### config.mk
export PLATFORM = sky130hd
export DESIGN_NAME = qgi_ctrl
export DESIGN_NICKNAME = d
export VERILOG_FILES = /design/src/rtl/qgi_pkg.sv /design/src/rtl/qgi_ctrl.sv
export VERILOG_INCLUDE_DIRS = /design/src /design/src/rtl
export SDC_FILE = /design/constraint.sdc
export NUM_CORES = 1
export LEC_CHECK = 0
export BUFFER_PORTS_ARGS = -buffer_cell sky130_fd_sc_hd__buf_4
export CORE_MARGIN = 2
export CORE_UTILIZATION = 53
export DETAILED_ROUTE_END_ITERATION = 12
export PLACE_DENSITY = 0.74
export SLEW_MARGIN = 15
export SYNTH_ARGS = -nofsm -noshare
export SYNTH_HDL_FRONTEND = slang
export SYNTH_SLANG_ARGS = --single-unit
export TNS_END_PERCENT = 20
### constraint.sdc
create_clock -name i_clk -period 2.1 [get_ports i_clk]
set_input_delay 0.105 -clock i_clk [delete_from_list [all_inputs] [get_ports i_clk]]
set_output_delay 0.105 -clock i_clk [all_outputs]
set_load 0.05 [all_outputs]
### src/rtl/quaternion_gyro_integrator_defines.svh
// ---------------------------------------------------------------------------
// Assertion macros for the quaternion gyro integrator
// Clock and reset are taken from the enclosing module (i_clk, i_rst_n).
// ---------------------------------------------------------------------------
`ifndef QUATERNION_GYRO_INTEGRATOR_DEFINES_SVH
`define QUATERNION_GYRO_INTEGRATOR_DEFINES_SVH

// Check a property on every rising edge outside reset.
`define QGI_ASSERT(lbl, prop) \
    lbl: assert property (@(posedge i_clk) disable iff (!i_rst_n) prop) \
        else $error("qgi: check failed");

// Check that a condition never holds.
`define QGI_NEVER(lbl, expr) `QGI_ASSERT(lbl, !(expr))

`endif

### src/rtl/qgi_pkg.sv
`timescale 1ns / 1ps
// ---------------------------------------------------------------------------
// qgi_pkg
// Widths, datapath op codes, controller/datapath structs and the
// Omega(p,q,r) term table for the quaternion gyro integrator.
// ---------------------------------------------------------------------------
package qgi_pkg;

    localparam int QUAT_W      = 32;
    localparam int RATE_W      = 16;
    localparam int DT_W        = 24;
    localparam int SUM_SHIFT   = 8;
    localparam int FINAL_SHIFT = (RATE_W - 4) + DT_W + 1 - SUM_SHIFT;
    localparam int OPA_W       = 33;
    localparam int PROD_W      = 2 * OPA_W;
    localparam int T_W         = 40;
    localparam int T_LO_W      = 20;
    localparam int DELTA_W     = 36;
    localparam int N_W         = 40;
    localparam int MAG_W       = 39;
    localparam int WIN_W       = 31;
    localparam int SQ_W        = 64;
    localparam int ROOT_W      = 32;
    localparam int SQ_REM_W    = 35;
    localparam int SQ_STEPS    = 32;
    localparam int QUO_W       = 31;
    localparam int NUM_W       = 62;
    localparam int CNT_W       = 5;

    localparam logic [DT_W-1:0]          DT_RESET = 24'd16777;
    localparam logic signed [QUAT_W-1:0] Q_ONE    = 32'sh4000_0000;
    localparam logic [QUO_W-1:0]         QUO_ONE  = 31'h4000_0000;

    localparam logic [1:0] RATE_P = 2'd0;
    localparam logic [1:0] RATE_Q = 2'd1;
    localparam logic [1:0] RATE_R = 2'd2;

    typedef enum logic [4:0] {
        OP_NONE,
        OP_LOAD,
        OP_MUL_TERM,
        OP_ACC_TERM,
        OP_ROUND,
        OP_MUL_LO,
        OP_ACC_LO,
        OP_MUL_HI,
        OP_ACC_HI,
        OP_UPDATE,
        OP_MAG,
        OP_SCALE,
        OP_MUL_SQ,
        OP_ACC_SQ,
        OP_SQRT_INIT,
        OP_SQRT_STEP,
        OP_DIV_INIT,
        OP_DIV_STEP,
        OP_DIV_DONE,
        OP_COMMIT
    } t_op;

    typedef struct packed {
        t_op        op;
        logic [1:0] comp;
        logic [1:0] term;
    } t_cmd;

    typedef struct packed {
        logic zero;
        logic over;
        logic under;
        logic out_busy;
    } t_stat;

    typedef struct packed {
        logic [1:0] rsel;
        logic [1:0] asel;
        logic       neg;
    } t_term;

    // One rate-times-component term of dq = Omega(p,q,r) * q.
    function automatic t_term term_sel(input logic [1:0] comp, input logic [1:0] term);
        t_term t;
        unique case ({comp, term})
            4'b00_00: t = '{RATE_P, 2'd1, 1'b1};
            4'b00_01: t = '{RATE_Q, 2'd2, 1'b1};
            4'b00_10: t = '{RATE_R, 2'd3, 1'b1};
            4'b01_00: t = '{RATE_P, 2'd0, 1'b0};
            4'b01_01: t = '{RATE_R, 2'd2, 1'b0};
            4'b01_10: t = '{RATE_Q, 2'd3, 1'b1};
            4'b10_00: t = '{RATE_Q, 2'd0, 1'b0};
            4'b10_01: t = '{RATE_R, 2'd1, 1'b1};
            4'b10_10: t = '{RATE_P, 2'd3, 1'b0};
            4'b11_00: t = '{RATE_R, 2'd0, 1'b0};
            4'b11_01: t = '{RATE_Q, 2'd1, 1'b0};
            4'b11_10: t = '{RATE_P, 2'd2, 1'b1};
            default:  t = '{RATE_P, 2'd0, 1'b0};
        endcase
        return t;
    endfunction

endpackage

### src/rtl/qgi_ctrl.sv
`timescale 1ns / 1ps
`include "quaternion_gyro_integrator_defines.svh"
// ---------------------------------------------------------------------------
// qgi_ctrl
// Sequencer: steps the datapath through integration, scaling, square root,
// division and commit, one command per cycle except while the commit waits for the output register.
// ---------------------------------------------------------------------------
module qgi_ctrl (
    input  logic          i_clk,
    input  logic          i_rst_n,
    input  logic          i_valid,
    output logic          o_ready,
    input  qgi_pkg::t_stat i_stat,
    output qgi_pkg::t_cmd  o_cmd
);
    import qgi_pkg::*;

    typedef enum logic [4:0] {
        S_IDLE, S_MUL, S_ACC, S_ROUND, S_MLO, S_ALO, S_MHI, S_AHI, S_UPD,
        S_MAG, S_SCALE, S_SQM, S_SQA, S_SQI, S_SQRT, S_DINI, S_DIV, S_DDONE,
        S_COMMIT
    } t_state;

    t_state           r_state;
    logic [1:0]       r_comp;
    logic [1:0]       r_term;
    logic [CNT_W-1:0] r_cnt;

    assign o_ready = (r_state == S_IDLE);

    always_comb begin
        o_cmd.comp = r_comp;
        o_cmd.term = r_term;
        unique case (r_state)
            S_IDLE:   o_cmd.op = i_valid ? OP_LOAD : OP_NONE;
            S_MUL:    o_cmd.op = OP_MUL_TERM;
            S_ACC:    o_cmd.op = OP_ACC_TERM;
            S_ROUND:  o_cmd.op = OP_ROUND;
            S_MLO:    o_cmd.op = OP_MUL_LO;
            S_ALO:    o_cmd.op = OP_ACC_LO;
            S_MHI:    o_cmd.op = OP_MUL_HI;
            S_AHI:    o_cmd.op = OP_ACC_HI;
            S_UPD:    o_cmd.op = OP_UPDATE;
            S_MAG:    o_cmd.op = OP_MAG;
            S_SCALE:  o_cmd.op = OP_SCALE;
            S_SQM:    o_cmd.op = OP_MUL_SQ;
            S_SQA:    o_cmd.op = OP_ACC_SQ;
            S_SQI:    o_cmd.op = OP_SQRT_INIT;
            S_SQRT:   o_cmd.op = OP_SQRT_STEP;
            S_DINI:   o_cmd.op = OP_DIV_INIT;
            S_DIV:    o_cmd.op = OP_DIV_STEP;
            S_DDONE:  o_cmd.op = OP_DIV_DONE;
            S_COMMIT: o_cmd.op = i_stat.out_busy ? OP_NONE : OP_COMMIT;
            default:  o_cmd.op = OP_NONE;
        endcase
    end

    always_ff @(posedge i_clk) begin
        if (!i_rst_n) begin
            r_state <= S_IDLE;
            r_comp  <= '0;
            r_term  <= '0;
            r_cnt   <= '0;
        end else begin
            unique case (r_state)
                S_IDLE: begin
                    if (i_valid) begin
                        r_comp  <= '0;
                        r_term  <= '0;
                        r_state <= S_MUL;
                    end
                end
                S_MUL: r_state <= S_ACC;
                S_ACC: begin
                    if (r_term == 2'd2) begin
                        r_term  <= '0;
                        r_state <= S_ROUND;
                    end else begin
                        r_term  <= r_term + 2'd1;
                        r_state <= S_MUL;
                    end
                end
                S_ROUND: r_state <= S_MLO;
                S_MLO:   r_state <= S_ALO;
                S_ALO:   r_state <= S_MHI;
                S_MHI:   r_state <= S_AHI;
                S_AHI:   r_state <= S_UPD;
                S_UPD: begin
                    if (r_comp == 2'd3) begin
                        r_comp  <= '0;
                        r_state <= S_MAG;
                    end else begin
                        r_comp  <= r_comp + 2'd1;
                        r_state <= S_MUL;
                    end
                end
                S_MAG: r_state <= S_SCALE;
                S_SCALE: begin
                    if (i_stat.zero) begin
                        r_state <= S_COMMIT;
                    end else if (!i_stat.over && !i_stat.under) begin
                        r_comp  <= '0;
                        r_state <= S_SQM;
                    end
                end
                S_SQM: r_state <= S_SQA;
                S_SQA: begin
                    if (r_comp == 2'd3) begin
                        r_comp  <= '0;
                        r_state <= S_SQI;
                    end else begin
                        r_comp  <= r_comp + 2'd1;
                        r_state <= S_SQM;
                    end
                end
                S_SQI: begin
                    r_cnt   <= '0;
                    r_state <= S_SQRT;
                end
                S_SQRT: begin
                    if (r_cnt == CNT_W'(SQ_STEPS - 1)) begin
                        r_comp  <= '0;
                        r_state <= S_DINI;
                    end else begin
                        r_cnt <= r_cnt + CNT_W'(1);
                    end
                end
                S_DINI: begin
                    r_cnt   <= '0;
                    r_state <= S_DIV;
                end
                S_DIV: begin
                    if (r_cnt == CNT_W'(QUO_W - 1)) begin
                        r_state <= S_DDONE;
                    end else begin
                        r_cnt <= r_cnt + CNT_W'(1);
                    end
                end
                S_DDONE: begin
                    if (r_comp == 2'd3) begin
                        r_state <= S_COMMIT;
                    end else begin
                        r_comp  <= r_comp + 2'd1;
                        r_state <= S_DINI;
                    end
                end
                S_COMMIT: begin
                    if (!i_stat.out_busy) begin
                        r_state <= S_IDLE;
                    end
                end
                default: r_state <= S_IDLE;
            endcase
        end
    end

    `QGI_ASSERT(a_busy_after_accept, (r_state == S_IDLE && i_valid) |=> !o_ready)
    `QGI_ASSERT(a_commit_when_free, (o_cmd.op == OP_COMMIT) |-> !i_stat.out_busy)
    `QGI_ASSERT(a_sqrt_length, (r_state == S_SQRT && r_cnt == CNT_W'(SQ_STEPS - 1)) |=> (r_state == S_DINI))
    `QGI_NEVER(a_div_count_range, r_state == S_DIV && r_cnt > CNT_W'(QUO_W - 1))

endmodule

==> flow_summary.yaml <==
timing:
  hold_violations: 0
  slew_violations: 0
  finalSetupTns_ns: 0
  whs_ns: 0.1201
  period_minus_slack_ns: 1.972
  setup_viol: 0
  rsz0062_at_grt: "no"
  tightest_slew_ns: 0.4908
  layout_setup_ws_ns: 0.1277
  period_share_pct: 93.92
  slew_headroom_pct: 67.23
  clock_skew_ns: 0.001671
  fmax_mhz: 507.0
setup_path:
  critPathRequiredTime_ns: 2.00
  cp-end-kind: "output pin"
  critPathKind: "flop to output pin"
  start_kind: "flop"
  arrival_ns: 1.87
  cp_max_fo: 14
placed_design:
  dp.cells: 190
  gp_congestion: 0.8837
  dp_slack_ns: 0.1911
  io_buffers: 16
  dp.final_hpwl_microns: 2259
  placed_area_sq_mm: 0.001343
layout:
  multiInputGateArea_sq_um: 847.1
  finalInstanceArea_sq_mm: 0.001380
  stdcell_count: 194
  n_fill_cell: 211
  drive_above_1_share_pct: 19.28
  nets: 178
  seqCellArea_sq_um: 281.5
  num_antenna_cells: 0
  finish.utilization_pct: 63.61
  syn2layout_area_growth_pct: 15.86
global_route:
  antenna_found_initial: 0
  grt_pass1_vias: 1141
  grt_usage_pct: 26.01
  grt_overflow_total: 0
  grt_pass1_wl_microns: 5023
  grt_max_degree: 29
clocking:
  cts_tree: "built"
  clkSinkCount: 14
  ctsHoldBuffers: 0
  post_cts_buffers: 0
  clk_pin_slew_ns: 0.09
  root_buffer: "clkbuf_4"
  numCtsBuffers: 3
  cts_max_level: 1
  cts-resized-gates: 0
  clockBufferDepth: 2
  clock_latency_ns: 0.29
detailed_routing:
  drc: 0
  num_vias: 1208
  ant_nets: 0
  drtIter0Drc: 32
  post_drt_wl_per_cell_microns: 15.73
  vias_per_cell: 6.227
  first_pass_iters: 4
  routed_wl_microns: 3051
die:
  die_w_microns: 51.41
  start_util_pct: 54.90
  pin_count: 17
  num_rows: 17
  dieArea_sq_mm: 0.002642
  fp.coreArea_sq_mm: 0.002170
  die_h_microns: 51.41
logic_synthesis:
  yosysTopAreaCellShare_pct: 23.53
  synth_top_area_cell: "dfxtp_1"
  synth_area_leaders: "dfxtp_1, mux2i_1, o21ai_0"
  netlist_top_cells_count: "dfxtp_1, o21ai_0, nand3_1"
  ys_ff_latch: 14
  synth.most_common_cell: "dfxtp_1"
  syn_area_per_cell_sq_um: 7.888
  synthArstFlopShare_pct: 0
  syn_nets: 162
  seq_area_frac_synth_pct: 23.53
  ys_warn_count: 0
  synth_area_sq_mm: 0.001191
  synth_cell_types: 48
  synthCells: 151
  ys.flop_type: "dfxtp_1"
  synth_edf_count: 0
job:
  drv_cap: 0
outcome:
  outcome: "completed"
power_and_ir_drop:
  totalPowerFinal_uw: 927.9
  power_density_mw_per_mm2: 672.4
  ir_drop_mv: 0.4646
  p_leak_nw: 0.5909
hold_path:
  hold_path.class: "input port to flop"
## per-layer routing
layer | part of all wire, % | vias up | track usage [%]
met4 | 1.7 | 0 | 14.04
li1 | - | 591 | -
met2 | 49 | 45 | 43.80
met5 | 0 | - | 0
met3 | 6.8 | 7 | 3.801
met1 | 43 | 565 | 31.59
## registers in the layout (all words and copies together), names as in the netlist
register,cells
r_cnt,5
r_term,2
r_state,5
r_comp,2
## final timing paths
| check | end | slack, ns | start | depth (start not counted) |
|---|---|---|---|---|
| max | o_cmd[4] | 0.13 | r_state[0] | 4 |
| max reg2reg | r_comp[0] | 0.17 | r_cnt[1] | 7 |
| min | r_state[4] | 0.12 | i_rst_n | 2 |
| min reg2reg | r_cnt[3] | 0.51 | r_cnt[3] | 2 |
## layout by cell type, fill, tap and decap left out, drive strengths merged, types with 3 or more instances in the layout
| cell type | count |
|---|---|
| o21a | 4 |
| a21oi | 5 |
| nor3 | 3 |
| nand3 | 9 |
| and3b | 3 |
| ha | 4 |
| inv | 6 |
| nand2b | 4 |
| mux2i | 6 |
| dfxtp | 14 |
| a211oi | 5 |
| nor2b | 7 |
| clkbuf | 4 |
| nor2 | 8 |
| o21ai | 11 |
| nand4 | 3 |
| and3 | 4 |
| nand2 | 8 |
| or3 | 3 |
| buf | 21 |
## critical path, stage by stage, from the launching register on
cell,delay (ns)
dfxtp_2,0.41
or3_1,0.43
or3_1,0.41
o21ai_0,0.10
buf_4,0.22
## power by group
part	switching (mW)	internal (mW)	total, mW	leakage (nW)
registers	0.0324	0.280	0.313	0.114
clock network	0.0938	0.106	0.199	0.0210
logic	0.265	0.151	0.416	0.456
## layout make-up
type	count	share of cell area, %
Inverter	6	1.632
Tap cell	28	2.539
Clock buffer	4	2.629
Multi-Input combinational cell	121	61.38
Timing Repair Buffer	21	11.42
Sequential cell	14	20.40
## cell families after synthesis
kind of cell	after synthesis	synth area share (%)
AO/OA/AOI/OAI	44	26.16
XOR/XNOR	3	2.206
adder cells (fa/ha/maj)	4	4.202
buffers and inverters	16	5.883
flip-flops	14	23.53
multiplexers	7	6.302
AND/OR/NAND/NOR	63	31.72
No activity file was read; power rests on OpenSTA's default activity.
